## src/rtl/fpp_pkg.sv

```systemverilog
// Shared types, character codes and lookup functions of the position string parser.
package fpp_pkg;

   // Board store geometry: two banks of 64 squares, one 4-bit piece code each.
   localparam int PIECE_WIDTH  = 4;
   localparam int BOARD_DEPTH  = 128;
   localparam int BOARD_ADDR_W = 7;
   localparam int SQUARE_W     = 6;

   // Characters of the notation.
   localparam logic [7:0] CHAR_SPACE = 8'h20;
   localparam logic [7:0] CHAR_SLASH = 8'h2F;
   localparam logic [7:0] CHAR_DASH  = 8'h2D;
   localparam logic [7:0] CHAR_0     = 8'h30;
   localparam logic [7:0] CHAR_1     = 8'h31;
   localparam logic [7:0] CHAR_3     = 8'h33;
   localparam logic [7:0] CHAR_6     = 8'h36;
   localparam logic [7:0] CHAR_8     = 8'h38;
   localparam logic [7:0] CHAR_9     = 8'h39;
   localparam logic [7:0] CHAR_LC_A  = 8'h61;
   localparam logic [7:0] CHAR_LC_B  = 8'h62;
   localparam logic [7:0] CHAR_LC_H  = 8'h68;
   localparam logic [7:0] CHAR_LC_W  = 8'h77;

   // Command codes of a request.
   localparam logic CMD_FEED = 1'b0;
   localparam logic CMD_READ = 1'b1;

   // Piece codes.
   localparam logic [3:0] PC_EMPTY = 4'd0;
   localparam logic [3:0] PC_WP = 4'd1;
   localparam logic [3:0] PC_WN = 4'd2;
   localparam logic [3:0] PC_WB = 4'd3;
   localparam logic [3:0] PC_WR = 4'd4;
   localparam logic [3:0] PC_WQ = 4'd5;
   localparam logic [3:0] PC_WK = 4'd6;
   localparam logic [3:0] PC_BP = 4'd9;
   localparam logic [3:0] PC_BN = 4'd10;
   localparam logic [3:0] PC_BB = 4'd11;
   localparam logic [3:0] PC_BR = 4'd12;
   localparam logic [3:0] PC_BQ = 4'd13;
   localparam logic [3:0] PC_BK = 4'd14;

   // Default castling rights: all four.
   localparam logic [3:0] CASTLE_ALL = 4'hF;

   // Per-request result handed from the parser to the output stage.
   typedef struct packed {
      logic                parse_done;
      logic                parse_valid;
      logic                black_to_move;
      logic [3:0]          castle_rights;
      logic                ep_present;
      logic [2:0]          ep_file;
      logic                ep_rank;
      logic [15:0]         halfmove_count;
      logic [15:0]         fullmove_count;
      logic                is_read;
      logic                show_start;
      logic                entry_written;
      logic [SQUARE_W-1:0] square;
   } fpp_result_type;

   // Piece code of a board letter, empty for anything else.
   function automatic logic [3:0] piece_of(input logic [7:0] c);
      logic [3:0] p;
      case (c)
         8'h50:   p = PC_WP;
         8'h4E:   p = PC_WN;
         8'h42:   p = PC_WB;
         8'h52:   p = PC_WR;
         8'h51:   p = PC_WQ;
         8'h4B:   p = PC_WK;
         8'h70:   p = PC_BP;
         8'h6E:   p = PC_BN;
         8'h62:   p = PC_BB;
         8'h72:   p = PC_BR;
         8'h71:   p = PC_BQ;
         8'h6B:   p = PC_BK;
         default: p = PC_EMPTY;
      endcase
      return p;
   endfunction

   // Castling right bit of a castling letter, zero for anything else.
   function automatic logic [3:0] castle_bit(input logic [7:0] c);
      logic [3:0] b;
      case (c)
         8'h4B:   b = 4'b1000;
         8'h51:   b = 4'b0100;
         8'h6B:   b = 4'b0010;
         8'h71:   b = 4'b0001;
         default: b = 4'b0000;
      endcase
      return b;
   endfunction

   // Standard start position, square index is rank field times eight plus file.
   function automatic logic [3:0] start_piece(input logic [SQUARE_W-1:0] sq);
      logic [3:0] p;
      case (sq[5:3])
         3'd0: begin
            case (sq[2:0])
               3'd0, 3'd7: p = PC_BR;
               3'd1, 3'd6: p = PC_BN;
               3'd2, 3'd5: p = PC_BB;
               3'd3:       p = PC_BQ;
               default:    p = PC_BK;
            endcase
         end
         3'd1:    p = PC_BP;
         3'd6:    p = PC_WP;
         3'd7: begin
            case (sq[2:0])
               3'd0, 3'd7: p = PC_WR;
               3'd1, 3'd6: p = PC_WN;
               3'd2, 3'd5: p = PC_WB;
               3'd3:       p = PC_WQ;
               default:    p = PC_WK;
            endcase
         end
         default: p = PC_EMPTY;
      endcase
      return p;
   endfunction

endpackage

```

## src/rtl/fpp_ram.sv

```systemverilog
// Generic single-write, single-read synchronous RAM with a registered read.
module fpp_ram #(
   parameter int WIDTH = 4,
   parameter int DEPTH = 128
) (
   input  logic                     clock,
   input  logic                     wr_en,
   input  logic [$clog2(DEPTH)-1:0] wr_addr,
   input  logic [WIDTH-1:0]         wr_data,
   input  logic                     rd_en,
   input  logic [$clog2(DEPTH)-1:0] rd_addr,
   output logic [WIDTH-1:0]         rd_data
);

   logic [WIDTH-1:0] mem_ff [DEPTH];
   logic [WIDTH-1:0] rd_data_ff;

   // Write port and registered read port.
   always_ff @(posedge clock) begin
      if (wr_en) begin
         mem_ff[wr_addr] <= wr_data;
      end
      if (rd_en) begin
         rd_data_ff <= mem_ff[rd_addr];
      end
   end

   assign rd_data = rd_data_ff;

endmodule

```

## src/rtl/fpp_parse.sv

```systemverilog
// Character parser: phase machine, position registers and board store access.
module fpp_parse #(
   parameter int COUNTER_WIDTH = 16
) (
   input  logic                                 clock,
   input  logic                                 reset,
   input  logic                                 accept,
   input  logic                                 command,
   input  logic [7:0]                           char_code,
   input  logic                                 end_of_string,
   input  logic [fpp_pkg::SQUARE_W-1:0]         square_index,
   output logic                                 ram_wr_en,
   output logic [fpp_pkg::BOARD_ADDR_W-1:0]     ram_wr_addr,
   output logic [fpp_pkg::PIECE_WIDTH-1:0]      ram_wr_data,
   output logic                                 ram_rd_en,
   output logic [fpp_pkg::BOARD_ADDR_W-1:0]     ram_rd_addr,
   output fpp_pkg::fpp_result_type              result
);
   import fpp_pkg::*;

   typedef enum logic [3:0] {
      PH_BOARD,
      PH_SIDE,
      PH_SIDE_SP,
      PH_CAS_FIRST,
      PH_CAS_LET,
      PH_CAS_SP,
      PH_EP_FIRST,
      PH_EP_RANK,
      PH_EP_SP,
      PH_HALF,
      PH_FULL,
      PH_TRAIL
   } phase_type;

   localparam logic [COUNTER_WIDTH-1:0] COUNT_MAX = {COUNTER_WIDTH{1'b1}};
   localparam logic [COUNTER_WIDTH-1:0] COUNT_ONE = COUNTER_WIDTH'(1);

   phase_type                phase_ff, phase_in;
   logic [3:0]               rank_ff, rank_in;
   logic [4:0]               file_ff, file_in;
   logic                     error_ff, error_in;
   logic                     live_ff, live_in;
   logic                     show_ff, show_in;
   logic                     black_ff, black_in;
   logic [3:0]               castle_ff, castle_in;
   logic                     ep_present_ff, ep_present_in;
   logic [2:0]               ep_file_ff, ep_file_in;
   logic                     ep_rank_ff, ep_rank_in;
   logic [COUNTER_WIDTH-1:0] half_ff, half_in;
   logic [COUNTER_WIDTH-1:0] full_ff, full_in;
   logic [BOARD_DEPTH-1:0]   written_ff, written_in;

   logic                     feed;
   logic                     shadow;
   logic                     clear_shadow;
   logic                     done;
   logic                     valid;
   logic [3:0]               piece;
   logic [3:0]               cbit;
   logic [4:0]               file_sum;
   logic [7:0]               ep_offset;
   logic [COUNTER_WIDTH+15:0] half_ext;
   logic [COUNTER_WIDTH+15:0] full_ext;

   // Append one decimal digit to a counter, saturating at its maximum.
   function automatic logic [COUNTER_WIDTH-1:0] count_digit(
      input logic [COUNTER_WIDTH-1:0] v,
      input logic [7:0]               c
   );
      logic [COUNTER_WIDTH+3:0] n;
      logic [7:0]               d;
      d = c - CHAR_0;
      n = {v, 3'b000} + {2'b00, v, 1'b0} + (COUNTER_WIDTH+4)'(d[3:0]);
      if (c < CHAR_0 || c > CHAR_9) begin
         return v;
      end else if (n > (COUNTER_WIDTH+4)'(COUNT_MAX)) begin
         return COUNT_MAX;
      end else begin
         return n[COUNTER_WIDTH-1:0];
      end
   endfunction

   assign feed      = accept && (command == CMD_FEED);
   assign shadow    = ~live_ff;
   assign piece     = piece_of(char_code);
   assign cbit      = castle_bit(char_code);
   assign file_sum  = file_ff + char_code[4:0] - CHAR_0[4:0];
   assign ep_offset = char_code - CHAR_LC_A;

   // Next state of the parser for the accepted request.
   always_comb begin
      phase_in      = phase_ff;
      rank_in       = rank_ff;
      file_in       = file_ff;
      error_in      = error_ff;
      live_in       = live_ff;
      show_in       = show_ff;
      black_in      = black_ff;
      castle_in     = castle_ff;
      ep_present_in = ep_present_ff;
      ep_file_in    = ep_file_ff;
      ep_rank_in    = ep_rank_ff;
      half_in       = half_ff;
      full_in       = full_ff;
      ram_wr_en     = 1'b0;
      clear_shadow  = 1'b0;
      done          = 1'b0;
      valid         = 1'b0;

      if (feed) begin
         clear_shadow = (phase_ff == PH_BOARD) && (rank_ff == 4'd0) &&
                        (file_ff == 5'd0) && !error_ff;
         if (!error_ff) begin
            case (phase_ff)
               PH_BOARD: begin
                  if (char_code == CHAR_SLASH || char_code == CHAR_SPACE) begin
                     rank_in = rank_ff + 4'd1;
                     file_in = 5'd0;
                     if (rank_ff >= 4'd7) begin
                        phase_in = PH_SIDE;
                     end
                  end else if (char_code >= CHAR_1 && char_code <= CHAR_8) begin
                     file_in = (file_sum > 5'd16) ? 5'd16 : file_sum;
                  end else if (file_ff >= 5'd8 || piece == PC_EMPTY) begin
                     error_in = 1'b1;
                  end else begin
                     ram_wr_en = 1'b1;
                     file_in   = file_ff + 5'd1;
                  end
               end
               PH_SIDE: begin
                  if (char_code == CHAR_LC_W || char_code == CHAR_LC_B) begin
                     black_in = (char_code == CHAR_LC_B);
                     phase_in = PH_SIDE_SP;
                  end else begin
                     error_in = 1'b1;
                  end
               end
               PH_SIDE_SP: begin
                  if (char_code == CHAR_SPACE) begin
                     castle_in = 4'd0;
                     file_in   = 5'd0;
                     phase_in  = PH_CAS_FIRST;
                  end else begin
                     error_in = 1'b1;
                  end
               end
               PH_CAS_FIRST, PH_CAS_LET: begin
                  if (char_code == CHAR_SPACE) begin
                     phase_in = PH_EP_FIRST;
                  end else if (phase_ff == PH_CAS_FIRST && char_code == CHAR_DASH) begin
                     phase_in = PH_CAS_SP;
                  end else if (cbit != 4'd0 && file_ff < 5'd4) begin
                     castle_in = castle_ff | cbit;
                     file_in   = file_ff + 5'd1;
                     phase_in  = PH_CAS_LET;
                  end else begin
                     error_in = 1'b1;
                  end
               end
               PH_CAS_SP: begin
                  if (char_code == CHAR_SPACE) begin
                     phase_in = PH_EP_FIRST;
                  end else begin
                     error_in = 1'b1;
                  end
               end
               PH_EP_SP: begin
                  if (char_code == CHAR_SPACE) begin
                     half_in  = '0;
                     phase_in = PH_HALF;
                  end else begin
                     error_in = 1'b1;
                  end
               end
               PH_EP_FIRST: begin
                  // The en passant fields are cleared whatever the character.
                  ep_present_in = 1'b0;
                  ep_file_in    = 3'd0;
                  ep_rank_in    = 1'b0;
                  if (char_code == CHAR_DASH) begin
                     phase_in = PH_EP_SP;
                  end else if (char_code >= CHAR_LC_A && char_code <= CHAR_LC_H) begin
                     ep_file_in = ep_offset[2:0];
                     phase_in   = PH_EP_RANK;
                  end else begin
                     error_in = 1'b1;
                  end
               end
               PH_EP_RANK: begin
                  if (char_code == CHAR_3 || char_code == CHAR_6) begin
                     ep_present_in = 1'b1;
                     ep_rank_in    = (char_code == CHAR_6);
                     phase_in      = PH_EP_SP;
                  end else begin
                     error_in = 1'b1;
                  end
               end
               PH_HALF: begin
                  if (char_code == CHAR_SPACE) begin
                     full_in  = '0;
                     phase_in = PH_FULL;
                  end else begin
                     half_in = count_digit(half_ff, char_code);
                  end
               end
               PH_FULL: begin
                  if (char_code == CHAR_SPACE) begin
                     phase_in = PH_TRAIL;
                  end else begin
                     full_in = count_digit(full_ff, char_code);
                  end
               end
               default: begin
               end
            endcase
         end

         // Final character: commit the shadow bank or fall back to the start position.
         if (end_of_string) begin
            done  = 1'b1;
            valid = !error_in && (phase_in == PH_FULL || phase_in == PH_TRAIL);
            if (valid) begin
               live_in = ~live_ff;
               show_in = 1'b0;
            end else begin
               show_in       = 1'b1;
               black_in      = 1'b0;
               castle_in     = CASTLE_ALL;
               ep_present_in = 1'b0;
               ep_file_in    = 3'd0;
               ep_rank_in    = 1'b0;
               half_in       = '0;
               full_in       = COUNT_ONE;
            end
            phase_in = PH_BOARD;
            rank_in  = 4'd0;
            file_in  = 5'd0;
            error_in = 1'b0;
         end
      end
   end

   // Written marks: the shadow bank reads as empty until a square is placed.
   always_comb begin
      written_in = written_ff;
      if (clear_shadow) begin
         if (shadow) begin
            written_in[BOARD_DEPTH-1:BOARD_DEPTH/2] = '0;
         end else begin
            written_in[BOARD_DEPTH/2-1:0] = '0;
         end
      end
      if (ram_wr_en) begin
         written_in[ram_wr_addr] = 1'b1;
      end
   end

   // Board store access: placements go to the shadow bank, reads to the live bank.
   assign ram_wr_addr = {shadow, rank_ff[2:0], file_ff[2:0]};
   assign ram_wr_data = piece;
   assign ram_rd_en   = accept && (command == CMD_READ);
   assign ram_rd_addr = {live_ff, square_index};

   // Counters are shown by their low sixteen bits.
   assign half_ext = (COUNTER_WIDTH+16)'(half_in);
   assign full_ext = (COUNTER_WIDTH+16)'(full_in);

   always_comb begin
      result.parse_done     = done;
      result.parse_valid    = valid;
      result.black_to_move  = black_in;
      result.castle_rights  = castle_in;
      result.ep_present     = ep_present_in;
      result.ep_file        = ep_file_in;
      result.ep_rank        = ep_rank_in;
      result.halfmove_count = half_ext[15:0];
      result.fullmove_count = full_ext[15:0];
      result.is_read        = (command == CMD_READ);
      result.show_start     = show_ff;
      result.entry_written  = written_ff[ram_rd_addr];
      result.square         = square_index;
   end

   // Parser state registers.
   always_ff @(posedge clock) begin
      if (reset) begin
         phase_ff      <= PH_BOARD;
         rank_ff       <= 4'd0;
         file_ff       <= 5'd0;
         error_ff      <= 1'b0;
         live_ff       <= 1'b0;
         show_ff       <= 1'b1;
         black_ff      <= 1'b0;
         castle_ff     <= CASTLE_ALL;
         ep_present_ff <= 1'b0;
         ep_file_ff    <= 3'd0;
         ep_rank_ff    <= 1'b0;
         half_ff       <= '0;
         full_ff       <= COUNT_ONE;
         written_ff    <= '0;
      end else begin
         phase_ff      <= phase_in;
         rank_ff       <= rank_in;
         file_ff       <= file_in;
         error_ff      <= error_in;
         live_ff       <= live_in;
         show_ff       <= show_in;
         black_ff      <= black_in;
         castle_ff     <= castle_in;
         ep_present_ff <= ep_present_in;
         ep_file_ff    <= ep_file_in;
         ep_rank_ff    <= ep_rank_in;
         half_ff       <= half_in;
         full_ff       <= full_in;
         written_ff    <= written_in;
      end
   end

endmodule

```

## src/rtl/fpp_out.sv

```systemverilog
// Read-data stage and output register of the response channel.
module fpp_out (
   input  logic                            clock,
   input  logic                            reset,
   input  logic                            accept,
   input  fpp_pkg::fpp_result_type         result,
   input  logic [fpp_pkg::PIECE_WIDTH-1:0] ram_rd_data,
   output logic                            req_ready,
   output logic                            rsp_tvalid,
   input  logic                            rsp_tready,
   output logic [47:0]                     rsp_tdata,
   output logic                            rsp_tlast
);
   import fpp_pkg::*;

   logic           s1_valid_ff, s1_valid_in;
   fpp_result_type s1_res_ff;
   logic           rsp_valid_ff, rsp_valid_in;
   logic [47:0]    rsp_data_ff;
   logic           rsp_last_ff;
   logic           s1_advance;
   logic [3:0]     square_piece;
   logic [47:0]    s1_data;

   // The read stage moves on when the output register is empty or being taken.
   assign s1_advance  = s1_valid_ff && (!rsp_valid_ff || rsp_tready);
   assign req_ready   = !s1_valid_ff || s1_advance;
   assign s1_valid_in = accept || (s1_valid_ff && !s1_advance);
   assign rsp_valid_in = s1_advance || (rsp_valid_ff && !rsp_tready);

   // Piece of the read square: start position, stored code, or empty if never placed.
   always_comb begin
      if (!s1_res_ff.is_read) begin
         square_piece = PC_EMPTY;
      end else if (s1_res_ff.show_start) begin
         square_piece = start_piece(s1_res_ff.square);
      end else if (s1_res_ff.entry_written) begin
         square_piece = ram_rd_data;
      end else begin
         square_piece = PC_EMPTY;
      end
   end

   assign s1_data = {1'b0, square_piece, s1_res_ff.fullmove_count,
                     s1_res_ff.halfmove_count, s1_res_ff.ep_rank, s1_res_ff.ep_file,
                     s1_res_ff.ep_present, s1_res_ff.castle_rights,
                     s1_res_ff.black_to_move, s1_res_ff.parse_valid};

   // Control flags of both stages.
   always_ff @(posedge clock) begin
      if (reset) begin
         s1_valid_ff  <= 1'b0;
         rsp_valid_ff <= 1'b0;
      end else begin
         s1_valid_ff  <= s1_valid_in;
         rsp_valid_ff <= rsp_valid_in;
      end
   end

   // Payload of both stages.
   always_ff @(posedge clock) begin
      if (accept) begin
         s1_res_ff <= result;
      end
      if (s1_advance) begin
         rsp_data_ff <= s1_data;
         rsp_last_ff <= s1_res_ff.parse_done;
      end
   end

   assign rsp_tvalid = rsp_valid_ff;
   assign rsp_tdata  = rsp_data_ff;
   assign rsp_tlast  = rsp_last_ff;

endmodule

```

## src/rtl/fen_position_parser_core.sv

```systemverilog
// Top level of the chess position string parser.
//
// The request channel carries either one character of a position string
// (tuser low) or a read of one board square (tuser high); tlast marks the
// final character of a string. Every request yields exactly one response
// with the side to move, castling rights, en passant square and both move
// counters; tlast on the response marks a request that ended a string, and
// a read response also carries the piece on the requested square.
// A string is parsed into a shadow bank of the board memory and committed
// at its final character when it is well formed; otherwise the standard
// start position and default fields are shown again.
// Requests pass the read stage and the output register; one is taken every
// cycle while req_tready is high, each with one pass through the parser
// registers and at most one access to the single-port-write board memory.
// After reset the start position is shown and no clearing pass is needed.
// When the receiver stalls, one response waits in the output register and
// one more in the read stage; after that the request side stalls.
module fen_position_parser_core #(
   parameter int COUNTER_WIDTH = 16
) (
   input  logic        clock,
   input  logic        reset,
   input  logic        req_tvalid,
   output logic        req_tready,
   input  logic [15:0] req_tdata,  // char_code[7:0], square_index[13:8], zero[15:14]
   input  logic        req_tuser,  // command[0]
   input  logic        req_tlast,
   output logic        rsp_tvalid,
   input  logic        rsp_tready,
   // parse_valid[0], black_to_move[1], castle_rights[5:2], ep_present[6],
   // ep_file[9:7], ep_rank[10], halfmove_count[26:11], fullmove_count[42:27],
   // square_piece[46:43], zero[47]
   output logic [47:0] rsp_tdata,
   output logic        rsp_tlast   // parse_done
);
   import fpp_pkg::*;

   logic                    accept;
   logic                    ram_wr_en;
   logic [BOARD_ADDR_W-1:0] ram_wr_addr;
   logic [PIECE_WIDTH-1:0]  ram_wr_data;
   logic                    ram_rd_en;
   logic [BOARD_ADDR_W-1:0] ram_rd_addr;
   logic [PIECE_WIDTH-1:0]  ram_rd_data;
   fpp_result_type          result;

   assign accept = req_tvalid && req_tready;

   // Parser and position registers.
   fpp_parse #(
      .COUNTER_WIDTH (COUNTER_WIDTH)
   ) u_parse (
      .clock         (clock),
      .reset         (reset),
      .accept        (accept),
      .command       (req_tuser),
      .char_code     (req_tdata[7:0]),
      .end_of_string (req_tlast),
      .square_index  (req_tdata[13:8]),
      .ram_wr_en     (ram_wr_en),
      .ram_wr_addr   (ram_wr_addr),
      .ram_wr_data   (ram_wr_data),
      .ram_rd_en     (ram_rd_en),
      .ram_rd_addr   (ram_rd_addr),
      .result        (result)
   );

   // Two-bank board memory.
   fpp_ram #(
      .WIDTH (PIECE_WIDTH),
      .DEPTH (BOARD_DEPTH)
   ) u_board (
      .clock   (clock),
      .wr_en   (ram_wr_en),
      .wr_addr (ram_wr_addr),
      .wr_data (ram_wr_data),
      .rd_en   (ram_rd_en),
      .rd_addr (ram_rd_addr),
      .rd_data (ram_rd_data)
   );

   // Read stage and response register.
   fpp_out u_out (
      .clock       (clock),
      .reset       (reset),
      .accept      (accept),
      .result      (result),
      .ram_rd_data (ram_rd_data),
      .req_ready   (req_tready),
      .rsp_tvalid  (rsp_tvalid),
      .rsp_tready  (rsp_tready),
      .rsp_tdata   (rsp_tdata),
      .rsp_tlast   (rsp_tlast)
   );

endmodule
```

## config.mk

```make
export PLATFORM = sky130hd
export DESIGN_NAME = fen_position_parser_core
export DESIGN_NICKNAME = d
export VERILOG_FILES = /design/src/rtl/fpp_pkg.sv /design/src/rtl/fpp_ram.sv /design/src/rtl/fpp_parse.sv /design/src/rtl/fpp_out.sv /design/src/rtl/fen_position_parser_core.sv
export SDC_FILE = /design/constraint.sdc
export NUM_CORES = 1
export LEC_CHECK = 0
export BUFFER_PORTS_ARGS = -buffer_cell sky130_fd_sc_hd__buf_4
export CAP_MARGIN = 20
export CORE_MARGIN = 4
export CORE_UTILIZATION = 40
export DETAILED_ROUTE_END_ITERATION = 10
export GPL_TIMING_DRIVEN = 1
export PLACE_DENSITY = 0.58
export SYNTH_ARGS = -nofsm -noshare
export SYNTH_HDL_FRONTEND = slang
export SYNTH_SLANG_ARGS = --single-unit
```

## constraint.sdc

```tcl
create_clock -name clock -period 10.5 [get_ports clock]
set_clock_uncertainty 0.05 [all_clocks]
set_input_delay 2.1 -clock clock [delete_from_list [all_inputs] [get_ports clock]]
set_output_delay 2.1 -clock clock [all_outputs]
set_load 0.02 [all_outputs]
```

==> results of run 1 <==
-- power groups by stage --
stage               combinational (mW)  sequential [mW]  clock (mW)
floorplan                        0.194             3.50           0
global placement                 0.291             3.50           0
CTS                              0.296             3.43        3.02
finish                           0.295             3.43        2.95
global route                     0.317             3.43        3.16
detailed placement               0.295             3.50           0
-- routing by layer --
metal,vias up,part of all wire,GRT usage
li1,9639,-,-
met4,0,0.027,0.0554
met3,147,0.068,0.0307
met2,843,0.49,0.302
met1,11100,0.42,0.247
met5,-,0,0
-- worst max-delay path, stage by stage --
cell	delay, ns
buf_4	0.14
inv_1	0.28
ha_1	0.49
and3_1	0.24
a22oi_1	0.13
a211o_1	0.40
a31o_1	0.21
nand4bb_1	0.27
o41a_1	0.45
buf_4	0.26
o21ai_1	0.65
nor2b_1	0.69
a22o_1	0.23
-- synth_stat cells (12+ instances only) --
library cell  count
o21ai_0          47
clkbuf_1        120
nor3_1           25
a31oi_1          21
a22o_1           16
and3_1           18
nor2b_1          21
nand3_1          55
edfxtp_1        617
xor2_1           18
ha_1             80
o2bb2ai_1        15
a22oi_1         131
and2_1           17
buf_1            21
a21oi_1          77
clkbuf_2         13
nor2_1          336
a21o_1           15
inv_1            27
nand2b_1         12
dfxtp_1         188
xnor2_1          17
nand2_1         115
mux4_2          210
-- metrics by stage --
step	hold slack, ns	util	instance area (sq um)
global route	0.373	0.453	40000
global placement	0.352	0.421	37100
detailed placement	0.355	0.421	37100
floorplan	0.350	-	35600
CTS	0.367	0.452	39900
finish	0.367	0.453	40000
-- state kept, by name (all words and copies together), names as in the netlist, 3 cells and up --
signal / cells
u_out.s1_res_ff: 10
u_parse.phase_ff: 4
u_out.s1_data: 43
u_parse.ep_file_ff: 3
u_parse.full_ff: 16
u_parse.written_ff: 128
u_parse.castle_ff: 4
u_parse.rank_ff: 4
u_board.mem_ff: 512
u_parse.half_ff: 16
u_out.rsp_tdata: 47
u_parse.file_ff: 5
u_board.rd_data: 4
-- final cells by class --
type | count | area, sq um
flip-flops and latches | 805 | 22300
clock buffers | 108 | 2250
clock inverters | 49 | 517
inverters | 29 | 110
repair buffers | 98 | 792
fillers | 7625 | 48300
multi-input cells | 1449 | 12500
well taps | 1165 | 1460
-- path summary, 6_finish.rpt --
kind / endpoint / depth (start not counted)
worst max-delay path: u_parse.half_ff[3]$_SDFF_PP0_ / 13
worst min register to register: u_out.rsp_tdata[41]$_DFFE_PP_ / 0
worst min-delay path: u_out.rsp_tdata[41]$_DFFE_PP_ / 0
worst max register to register: u_parse.half_ff[3]$_SDFF_PP0_ / 9
-- logic make-up (layout without fill, tap and decap cells) --
logic type	Yosys count	count (layout)
and+or+nand+nor	678	678
buffers and inverters	196	284
other	1	1
adders and majority gates	85	85
xor gates and xnor gates	35	35
AOI/OAI and AO/OA	431	431
DFF	805	805
muxes	219	219
==> impl_results.rst, run 1 <==
.. list-table::
   :header-rows: 1

   * - Metric
     - Value
   * - Sequential share of power
     - 0.514
   * - Via count of the first global-routing pass
     - 21900
   * - Die area
     - 93700 sq um
   * - Post-Syn Instances
     - 2450
   * - Number of CTS-inserted buffers
     - 85
   * - Aggregate global-route resource usage
     - 0.182
   * - Number of instances in the placed design
     - 3543
   * - Max VDD drop
     - 0.140 mV
   * - Net switching fraction of the power
     - 0.218
   * - Largest net degree at the start of global routing
     - 125
   * - Yosys top cell by area
     - edfxtp_1
   * - Power spent charging and discharging nets
     - 1.45 mW
   * - Sequential-to-total area share from yosys stat
     - 0.627
   * - Max frequency
     - 166 MHz
   * - Main flop type after synthesis
     - edfxtp_1
   * - Number of unique standard cell types used by synthesis
     - 97
   * - CP Class
     - in -> reg
   * - Internal power
     - 5.22 mW
   * - Worst Hold Launch
     - u_out.s1_data[41]$_DFFE_PP_
   * - Post-Synth XOR/XNOR Area
     - 0.00862
   * - Core area
     - 88200 sq um
   * - Synthesized flop and latch total
     - 805
   * - Number of DRC markers in iteration 0
     - 2126
   * - Post-cts hold buffer count
     - 0
   * - Areal power density over the cells
     - 167 nW/um^2
   * - Portion of the clock cycle consumed by the worst path in the final layout
     - 0.573
   * - Setup repair after global routing missed its margin
     - no
   * - CTS tree
     - built
   * - Element type at the critical path start
     - input pin
   * - Syn avg cell area
     - 14.5 sq um
   * - Slew HR
     - 0.244
   * - Sink Count
     - 805
   * - Number of detailed-route iterations in the first pass
     - 6
   * - Worst setup timing slack at the placement stage
     - 3.82 ns
   * - Clock Power Share
     - 0.442
   * - Via total after detailed routing
     - 21700
   * - Hold/Removal Path Class
     - reg -> reg
   * - Async set-or-reset flop fraction in the synthesized netlist
     - 0
   * - Final weighted congestion in routability-driven placement
     - 0.860
   * - Share of total power in combinational logic
     - 0.044
   * - WL per Instance
     - 23.4 um
   * - Post-route non-filler standard cell count
     - 3703
   * - Top fanout value on the critical path
     - 20
   * - Vertical die dimension
     - 306 um
   * - Starting density of the core
     - 0.403
   * - CTS clk-pin slew, worst paths
     - 0.06 ns
   * - Launching point of the worst reg2reg path
     - u_parse.phase_ff[3]$_SDFFE_PP0P_
   * - Post-route DRC
     - 0
   * - Maximum buffer depth of the clock tree
     - 3
   * - Width of the die
     - 306 um
   * - Capturing element type of the critical path
     - flip-flop
   * - H-tree levels
     - 3
   * - Pins Over Slew Limit
     - 0
   * - Required time reported for the critical path endpoint
     - 11.03 ns
   * - Initial antenna violation count
     - 3
   * - Most common cell after layout, fill and taps aside
     - edfxtp_1
   * - Overall power
     - 6.67 mW
   * - Number of buffers added on ports
     - 69
   * - Worst skew pair latency
     - 0.64 ns
   * - EDFF count, synth
     - 617
   * - Count of inserted antenna diode cells
     - 0
   * - Top cells by area, synth
     - edfxtp_1 (52%), mux4_2 (13%), dfxtp_1 (11%)
   * - Simple-Gate Fraction of Synth Area
     - 0.0894
   * - Number of gates resized after cts
     - 0
   * - Final setup viols
     - 0
   * - Multiplexer area fraction after synthesis
     - 0.136
   * - Residual antenna-violating net count after detailed routing
     - 0
   * - Gr ovfl total
     - 0
   * - Max-Cap Viols
     - 0
   * - Status
     - completed
   * - DP HPWL
     - 54200 um
   * - Count of pins on the block boundary
     - 73
   * - Crit path launch
     - req_tdata[0]
   * - Fraction of layout cells with a size suffix above 1
     - 0.191
   * - Yosys warnings
     - 0
   * - Drt total wl
     - 86700 um
   * - Fraction of synthesized cell area taken by the top area cell type
     - 0.521
   * - Adder and majority cell fraction of the synthesized area
     - 0.0310
   * - Min setup slack post-route
     - 4.49 ns
   * - Crit path arrival time
     - 6.55 ns
   * - Global-route wire length before repair
     - 133000 um
   * - Cell area after synthesis
     - 35600 sq um
   * - Number of hold-slack violations in the final timing report
     - 0
   * - Root cell of the clock tree
     - clkbuf_16
   * - Final sum of negative setup slack
     - 0 ns
   * - Most frequent cells in the layout
     - edfxtp_1 (617), nor2_1 (329), mux4_2 (210)
   * - Via density per instance
     - 5.85
   * - Syn-to-layout area delta
     - 12.4%
   * - Row count
     - 109
   * - Complex-gate fraction of the synthesized area
     - 0.0857
   * - Reg2reg setup slack
     - 5.81 ns
   * - Time the worst path needs with I/O delays and setup
     - 6.01 ns
   * - Leak
     - 13.1 nW
   * - Number of nets in the synthesized netlist
     - 2557
   * - Nets
     - 2575
   * - Measured slew at the worst slew-check pin
     - 1.13 ns
   * - Combinational family with the most area after synthesis
     - multiplexers
   * - Number of post-CTS setup repair buffers
     - 0
Power figures use the tool's default switching activity.
==> inputs of run 2 (changes only) <==
- PLACE_DENSITY: 0.58 -> 0.6
- clock period: 10.5 -> 5.2 ns (I/O delays scaled with it)
==> run 2 against run 1 <==
  * Setup slack worse by 3.7 ns
  * Utilization is 0.35 points higher
  * Power is 100% higher
  * Critical path depth stayed put
  * Largest cell class unchanged
  * Sequential power is 100% higher
  * Combinational power is 100% higher
  * Register-to-register slack worse by 4.7 ns
  * Cell area is 0.78% higher
  * Highest routed layer unchanged
  * Critical endpoint is now u_parse.full_ff[7]$_SDFF_PP0_
  * Via count hardly changed
  * Sequential share of layout area is 0.43 points lower
==> impl_results.rst, run 2 (synthesis results as in run 1) <==
.. list-table::
   :header-rows: 1

   * - Metric
     - Value
   * - Status
     - completed
   * - Post-route DRC
     - 0
   * - Chain of cells forming the critical path
     - buf_4, inv_1, ha_1, nor3b_1, o21a_1, a41oi_1, a31o_1, nand4bb_1, o41a_1, o21ai_2, nor2b_1, buf_4, a22o_1
   * - WL per Instance
     - 22.8 um
   * - Hold/Removal Path Class
     - reg -> reg
   * - Internal power
     - 10.5 mW
   * - Most frequent cells in the layout
     - edfxtp_1 (617), nor2_1 (336), mux4_2 (210)
   * - Core area
     - 88200 sq um
   * - Vertical die dimension
     - 306 um
   * - Final sum of negative setup slack
     - 0 ns
   * - Crit path arrival time
     - 4.90 ns
   * - DP HPWL
     - 54500 um
   * - Width of the die
     - 306 um
   * - Gr ovfl total
     - 0
   * - CP Class
     - in -> reg
   * - Share of total power in combinational logic
     - 0.045
   * - Portion of the clock cycle consumed by the worst path in the final layout
     - 0.843
   * - Number of flip-flops in the largest register
     - 512
   * - Via density per instance
     - 5.79
   * - Drt total wl
     - 85400 um
   * - Most common cell after layout, fill and taps aside
     - edfxtp_1
   * - CTS clk-pin slew, worst paths
     - 0.06 ns
   * - Post-route core utilization
     - 0.456
   * - Aggregate global-route resource usage
     - 0.180
   * - Nets
     - 2611
   * - Row count
     - 109
   * - Fraction of layout cells with a size suffix above 1
     - 0.202
   * - Initial antenna violation count
     - 0
   * - Register name with the most flops
     - u_board.mem_ff
   * - Top fanout value on the critical path
     - 12
   * - Final weighted congestion in routability-driven placement
     - 0.912
   * - Die area
     - 93700 sq um
   * - Number of buffers added on ports
     - 69
   * - CTS tree
     - built
   * - Max-Cap Viols
     - 0
   * - Max VDD drop
     - 0.302 mV
   * - Worst setup timing slack at the placement stage
     - 0.260 ns
   * - Pins Over Slew Limit
     - 0
   * - Max frequency
     - 228 MHz
   * - Number of gates resized after cts
     - 0
   * - Sink Count
     - 805
   * - H-tree levels
     - 3
   * - Worst skew pair latency
     - 0.64 ns
   * - Global-route wire length before repair
     - 132000 um
   * - Category of cells accounting for the largest share of critical-path delay
     - compound AO/OA/AOI/OAI gates
   * - Number of instances in the placed design
     - 3581
   * - Clock Power Share
     - 0.436
   * - Slew HR
     - 0.291
   * - Final setup viols
     - 0
   * - Min setup slack post-route
     - 0.818 ns
   * - Hold path cells
     - 0
   * - Post-cts hold buffer count
     - 0
   * - Count of pins on the block boundary
     - 73
   * - Syn-to-layout area delta
     - 13.3%
   * - Sequential share of power
     - 0.519
   * - Number of hold-slack violations in the final timing report
     - 0
   * - Measured slew at the worst slew-check pin
     - 1.06 ns
   * - Via count of the first global-routing pass
     - 22100
   * - Required time reported for the critical path endpoint
     - 5.72 ns
   * - Residual antenna-violating net count after detailed routing
     - 0
   * - Critical Path Slowest Stage Cell
     - o41a_1
   * - Leak
     - 13.3 nW
   * - Time the worst path needs with I/O delays and setup
     - 4.38 ns
   * - Setup repair after global routing missed its margin
     - no
   * - Max incr delay on CP
     - 0.72 ns
   * - Via total after detailed routing
     - 21700
   * - Stages on worst setup path
     - 13
   * - Capturing element type of the critical path
     - flip-flop
   * - Most frequent CP cell
     - buf_4
   * - Power spent charging and discharging nets
     - 2.88 mW
   * - Largest net degree at the start of global routing
     - 129
   * - Net switching fraction of the power
     - 0.216
   * - Areal power density over the cells
     - 331 nW/um^2
   * - Starting density of the core
     - 0.403
   * - Number of DRC markers in iteration 0
     - 1995
   * - Element type at the critical path start
     - input pin
   * - Number of post-CTS setup repair buffers
     - 0
   * - Root cell of the clock tree
     - clkbuf_16
   * - Number of CTS-inserted buffers
     - 82
   * - Number of detailed-route iterations in the first pass
     - 8
   * - Post-route non-filler standard cell count
     - 3738
   * - CP Buf/Inv Count
     - 3
   * - Maximum buffer depth of the clock tree
     - 3
   * - Worst Reg-to-Reg Cells
     - 10
==> run 2: cell count changes in the layout (fill, tap and decap cells not counted), moves of 2 or more <==
cell	delta
buf_12	+7
buf_4	+30
clkbuf_1	-11
clkbuf_16	-4
clkinv_2	+8
clkinv_4	-3
clkinvlp_4	+2
nor2_1	+7
nor2_2	-7
==> run 2: final cells by class <==
type / instances / area (sq um)
Multi-Input combinational cell: 1449 / 12500
Clock inverter: 58 / 568
Timing Repair Buffer: 137 / 1200
Clock buffer: 94 / 2130
Sequential cell: 805 / 22300
Inverter: 29 / 110
Fill cell: 7623 / 48000
Antenna cell: 1 / 2.50
Tap cell: 1165 / 1460
==> run 2: through the flow <==
step / area [sq um] / total power, mW / hold slack (ns)
2_1_floorplan: 35600 / 7.46 / 0.350
4_1_cts: 40200 / 13.5 / 0.364
3_3_place_gp: 37500 / 7.66 / 0.352
5_1_grt: 40300 / 13.8 / 0.373
3_5_place_dp: 37500 / 7.66 / 0.356
6_report: 40300 / 13.3 / 0.361
==> run 2: per-layer routing <==
layer  wire length [um]  global-route usage  up-vias
met3               5230              0.0303      149
li1                   -                   -     9707
met2              42400               0.307      788
met5                  0                   0        -
met4               2220              0.0539        0
met1              35600               0.238    11000
==> run 2: path summary, 6_finish.rpt <==
check	startpoint	to	slack (ns)
hold / removal	u_out.s1_data[7]$_DFFE_PP_	u_out.rsp_tdata[7]$_DFFE_PP_	0.36
hold reg to reg	u_out.s1_data[7]$_DFFE_PP_	u_out.rsp_tdata[7]$_DFFE_PP_	0.36
setup / recovery	req_tdata[0]	u_parse.full_ff[7]$_SDFF_PP0_	0.82
setup reg to reg	u_parse.full_ff[0]$_SDFF_PP1_	u_out.s1_data[36]$_DFFE_PP_	1.07
==> run 2: power by group through the flow <==
| stage | clock network (mW) | registers, mW | logic [mW] |
|---|---|---|---|
| final | 5.81 | 6.93 | 0.600 |
| after global routing | 6.23 | 6.93 | 0.642 |
| after CTS | 5.94 | 6.93 | 0.601 |
| after detailed placement | 0 | 7.07 | 0.598 |
| after global placement | 0 | 7.06 | 0.591 |
| after floorplan | 0 | 7.07 | 0.391 |
==> inputs of run 3 (changes only) <==
- ABC_AREA: unset -> 1
- PLACE_DENSITY: 0.6 -> 0.58
- clock period: 5.2 -> 4.54 ns (I/O delays scaled with it)
==> run 3 against run 2 <==
  * Via count rose by 29%
  * Register-to-register slack improved by 0.10 ns
  * Clock-buffer cell count rose by 23
  * Die area rose by 4.4%
  * Critical path depth rose by 7
  * Final cell count rose by 42%
  * First-iteration DRC count rose by 31%
  * Area after synthesis rose by 4.5%
  * Highest routed layer is now met5
==> impl_results.rst, run 3 <==
.. list-table::
   :header-rows: 1

   * - Metric
     - Value
   * - Status
     - completed
   * - Number of post-CTS setup repair buffers
     - 0
   * - Setup repair after global routing missed its margin
     - no
   * - Top cells by area, synth
     - edfxtp_1 (50%), dfxtp_1 (10%), nand2_1 (7.3%)
   * - Main flop type after synthesis
     - edfxtp_1
   * - Time the worst path needs with I/O delays and setup
     - 3.40 ns
   * - Fraction of layout cells with a size suffix above 1
     - 0.0949
   * - Syn-to-layout area delta
     - 13.6%
   * - Most instantiated library cell after synthesis
     - nand2_1
   * - Yosys warnings
     - 0
   * - Number of CTS-inserted buffers
     - 89
   * - Post-cts hold buffer count
     - 0
   * - Nets
     - 4110
   * - Via total after detailed routing
     - 27900
   * - Area of all placed cells without fillers
     - 42200 sq um
   * - Via density per instance
     - 5.23
   * - Post-Syn Instances
     - 3978
   * - Fraction of synthesized cell area taken by the top area cell type
     - 0.498
   * - Most numerous cell types in the synthesized netlist
     - nand2_1 (723), nor2_1 (666), edfxtp_1 (617)
   * - Maximum buffer depth of the clock tree
     - 3
   * - Residual antenna-violating net count after detailed routing
     - 0
   * - Via count of the first global-routing pass
     - 26200
   * - Number of nets in the synthesized netlist
     - 4085
   * - Most frequent CP cell
     - nand2_1
   * - Worst Reg-to-Reg Cells
     - 19
   * - Element type at the critical path start
     - input pin
   * - Post-route core utilization
     - 0.459
   * - Number of unique standard cell types used by synthesis
     - 44
   * - Drt total wl
     - 101000 um
   * - Final setup viols
     - 0
   * - Area after detailed placement
     - 39200 sq um
   * - Pins Over Slew Limit
     - 0
   * - Crit path arrival time
     - 3.73 ns
   * - Hold path cells
     - 0
   * - Number of gates resized after cts
     - 0
   * - Worst skew pair latency
     - 0.67 ns
   * - Count of pins on the block boundary
     - 73
   * - Capturing element type of the critical path
     - flip-flop
   * - Max incr delay on CP
     - 0.54 ns
   * - Number of hold-slack violations in the final timing report
     - 0
   * - Post-route DRC
     - 0
   * - Leak
     - 15.9 nW
   * - Max VDD drop
     - 0.287 mV
   * - Count of inserted antenna diode cells
     - 0
   * - Global-route wire length before repair
     - 156000 um
   * - Required time reported for the critical path endpoint
     - 4.87 ns
   * - DP HPWL
     - 62300 um
   * - Most frequent cells in the layout
     - nand2_1 (719), nor2_1 (664), edfxtp_1 (617)
   * - CTS clk-pin slew, worst paths
     - 0.06 ns
   * - Hold/Removal Path Class
     - reg -> reg
   * - Aggregate global-route resource usage
     - 0.202
   * - Area taken by multi-input logic gates
     - 12700 sq um
   * - Async set-or-reset flop fraction in the synthesized netlist
     - 0
   * - Sequential-to-total area share from yosys stat
     - 0.600
   * - WHS
     - 0.367 ns
   * - Starting density of the core
     - 0.404
   * - Synthesized flop and latch total
     - 805
   * - Final sum of negative setup slack
     - 0 ns
   * - Max frequency
     - 295 MHz
   * - Measured slew at the worst slew-check pin
     - 0.984 ns
   * - Largest net degree at the start of global routing
     - 129
   * - Number of DRC markers in iteration 0
     - 2622
   * - Root cell of the clock tree
     - clkbuf_16
   * - Syn avg cell area
     - 9.34 sq um
   * - Final weighted congestion in routability-driven placement
     - 0.867
   * - Category of cells accounting for the largest share of critical-path delay
     - simple AND/OR/NAND/NOR gates
   * - Gr ovfl total
     - 0
   * - Number of flip-flops in the largest register
     - 512
   * - Die area
     - 97900 sq um
   * - Yosys top cell by area
     - edfxtp_1
   * - FF+latch area
     - 22300 sq um
   * - CP Class
     - in -> reg
   * - End of the worst register-to-register path
     - u_out.s1_data[14]$_DFFE_PP_
   * - Portion of the clock cycle consumed by the worst path in the final layout
     - 0.748
   * - Vertical die dimension
     - 313 um
   * - Sink Count
     - 805
   * - EDFF count, synth
     - 617
   * - Filler cells
     - 8717
   * - Row count
     - 111
   * - Number of detailed-route iterations in the first pass
     - 5
   * - Sink of the worst hold path
     - u_out.rsp_tdata[24]$_DFFE_PP_
   * - Initial antenna violation count
     - 2
   * - H-tree levels
     - 3
   * - Chain of cells forming the critical path
     - buf_4, fa_1, fa_1, nand3_1, nand3_1, nand2_1, nand2_1, nand2_1, nand2_1, nand2_1, nand2_1, nor2_1, buf_4, nand3_1, nand2_1, nand2_1, nand2_1, nand2_1, nand2_1, nand2_1
   * - Core area
     - 91900 sq um
   * - Slew HR
     - 0.344
   * - Most common cell after layout, fill and taps aside
     - nand2_1
   * - Max-Cap Viols
     - 0
   * - Areal power density over the cells
     - 386 nW/um^2
   * - Worst Hold Launch
     - u_out.s1_data[24]$_DFFE_PP_
   * - CTS tree
     - built
   * - Critical Path Slowest Stage Cell
     - fa_1
   * - Launching point of the worst reg2reg path
     - u_parse.half_ff[2]$_SDFF_PP0_
   * - WL per Instance
     - 19.0 um
   * - Number of buffers added on ports
     - 69
   * - Reg2reg setup slack
     - 1.17 ns
   * - Top fanout value on the critical path
     - 14
   * - CP Buf/Inv Count
     - 2
   * - Cell area after synthesis
     - 37200 sq um
   * - Width of the die
     - 313 um
   * - Register name with the most flops
     - u_board.mem_ff
[run 3: cell types whose count changed in the layout (fill, tap and decap cells not counted), sizes merged, moves of 18 or more]
| cell | previous run | this run |
|---|---|---|
| nor2b | 21 | 0 |
| a22oi | 131 | 0 |
| o22ai | 3 | 165 |
| inv | 29 | 350 |
| nand3 | 55 | 118 |
| nand2 | 115 | 731 |
| clkbuf | 94 | 117 |
| and3 | 18 | 0 |
| nor2 | 337 | 710 |
| mux4 | 210 | 0 |
| a21oi | 77 | 231 |
| a31oi | 21 | 3 |
| o221ai | 5 | 29 |
| o21ai | 56 | 428 |
[run 3: cell type report]
type	instances	share of cell area
clock buffers	117	0.0574
clock inverters	50	0.0150
inverters	349	0.0313
multi-input cells	2614	0.301
flip-flops and latches	805	0.528
well taps	1243	0.0368
repair buffers	144	0.0309
[run 3: worst reg2reg max path, cell delays in order (launching register included)]
cell	delay, ns
dfxtp_1	0.46
fa_1	0.51
fa_1	0.47
nand3_1	0.10
nand3_1	0.16
nand2_1	0.10
nand2_1	0.11
nand2_1	0.10
nand2_1	0.05
nand2_1	0.06
nand2_1	0.05
nor2_1	0.17
buf_4	0.26
nand3_1	0.10
nand2_1	0.07
nand2_1	0.05
nand2_1	0.05
nand2_1	0.05
nand2_1	0.07
nand2_1	0.07
[run 3: logic make-up after synthesis]
| group | share of synthesized area |
|---|---|
| AND/OR/NAND/NOR | 0.175 |
| AO/OA/AOI/OAI | 0.132 |
| flip-flops | 0.600 |
| buffers and inverters | 0.0601 |
| adder cells (fa/ha/maj) | 0.0296 |
| XOR/XNOR | 0.00353 |
| other | 0.000101 |
| multiplexers | 0.000269 |
[run 3: worst max path at each step]
stage,start,end,slack [ns],cells after the start
after global routing,u_parse.half_ff[2]$_SDFF_PP0_,u_out.s1_data[14]$_DFFE_PP_,0.88,19
after global placement,req_tdata[3],u_out.s1_data[15]$_DFFE_PP_,0.53,20
final,req_tdata[3],u_out.s1_data[14]$_DFFE_PP_,1.14,20
after detailed placement,req_tdata[3],u_out.s1_data[15]$_DFFE_PP_,0.50,20
after floorplan,req_tdata[1],u_board.mem_ff[0][3]$_DFFE_PP_,0.40,8
after CTS,u_parse.half_ff[2]$_SDFF_PP0_,u_out.s1_data[15]$_DFFE_PP_,1.16,19
[run 3: stage by stage]
stage / setup WS (ns) / power [mW] / cells
after floorplan: 0.402 / 8.69 / 3978
after global placement: 0.533 / 9.05 / 5155
after detailed placement: 0.502 / 9.06 / 5155
after CTS: 1.16 / 16.4 / 5322
after global routing: 0.883 / 16.8 / 5322
final: 1.14 / 16.3 / 5322
[run 3: where the power goes]
part / switching (mW) / leakage, nW / internal, mW
clock network: 3.04 / 1.48 / 4.38
logic: 0.680 / 6.84 / 0.283
registers: 0.0292 / 7.61 / 7.91
[run 3: per-layer routing]
layer	GRT usage	up-vias	wire length, um
met5	0	-	13
met4	0.0607	2	2760
met3	0.0307	161	5670
met2	0.325	750	46400
met1	0.285	13300	46200
li1	-	13600	-
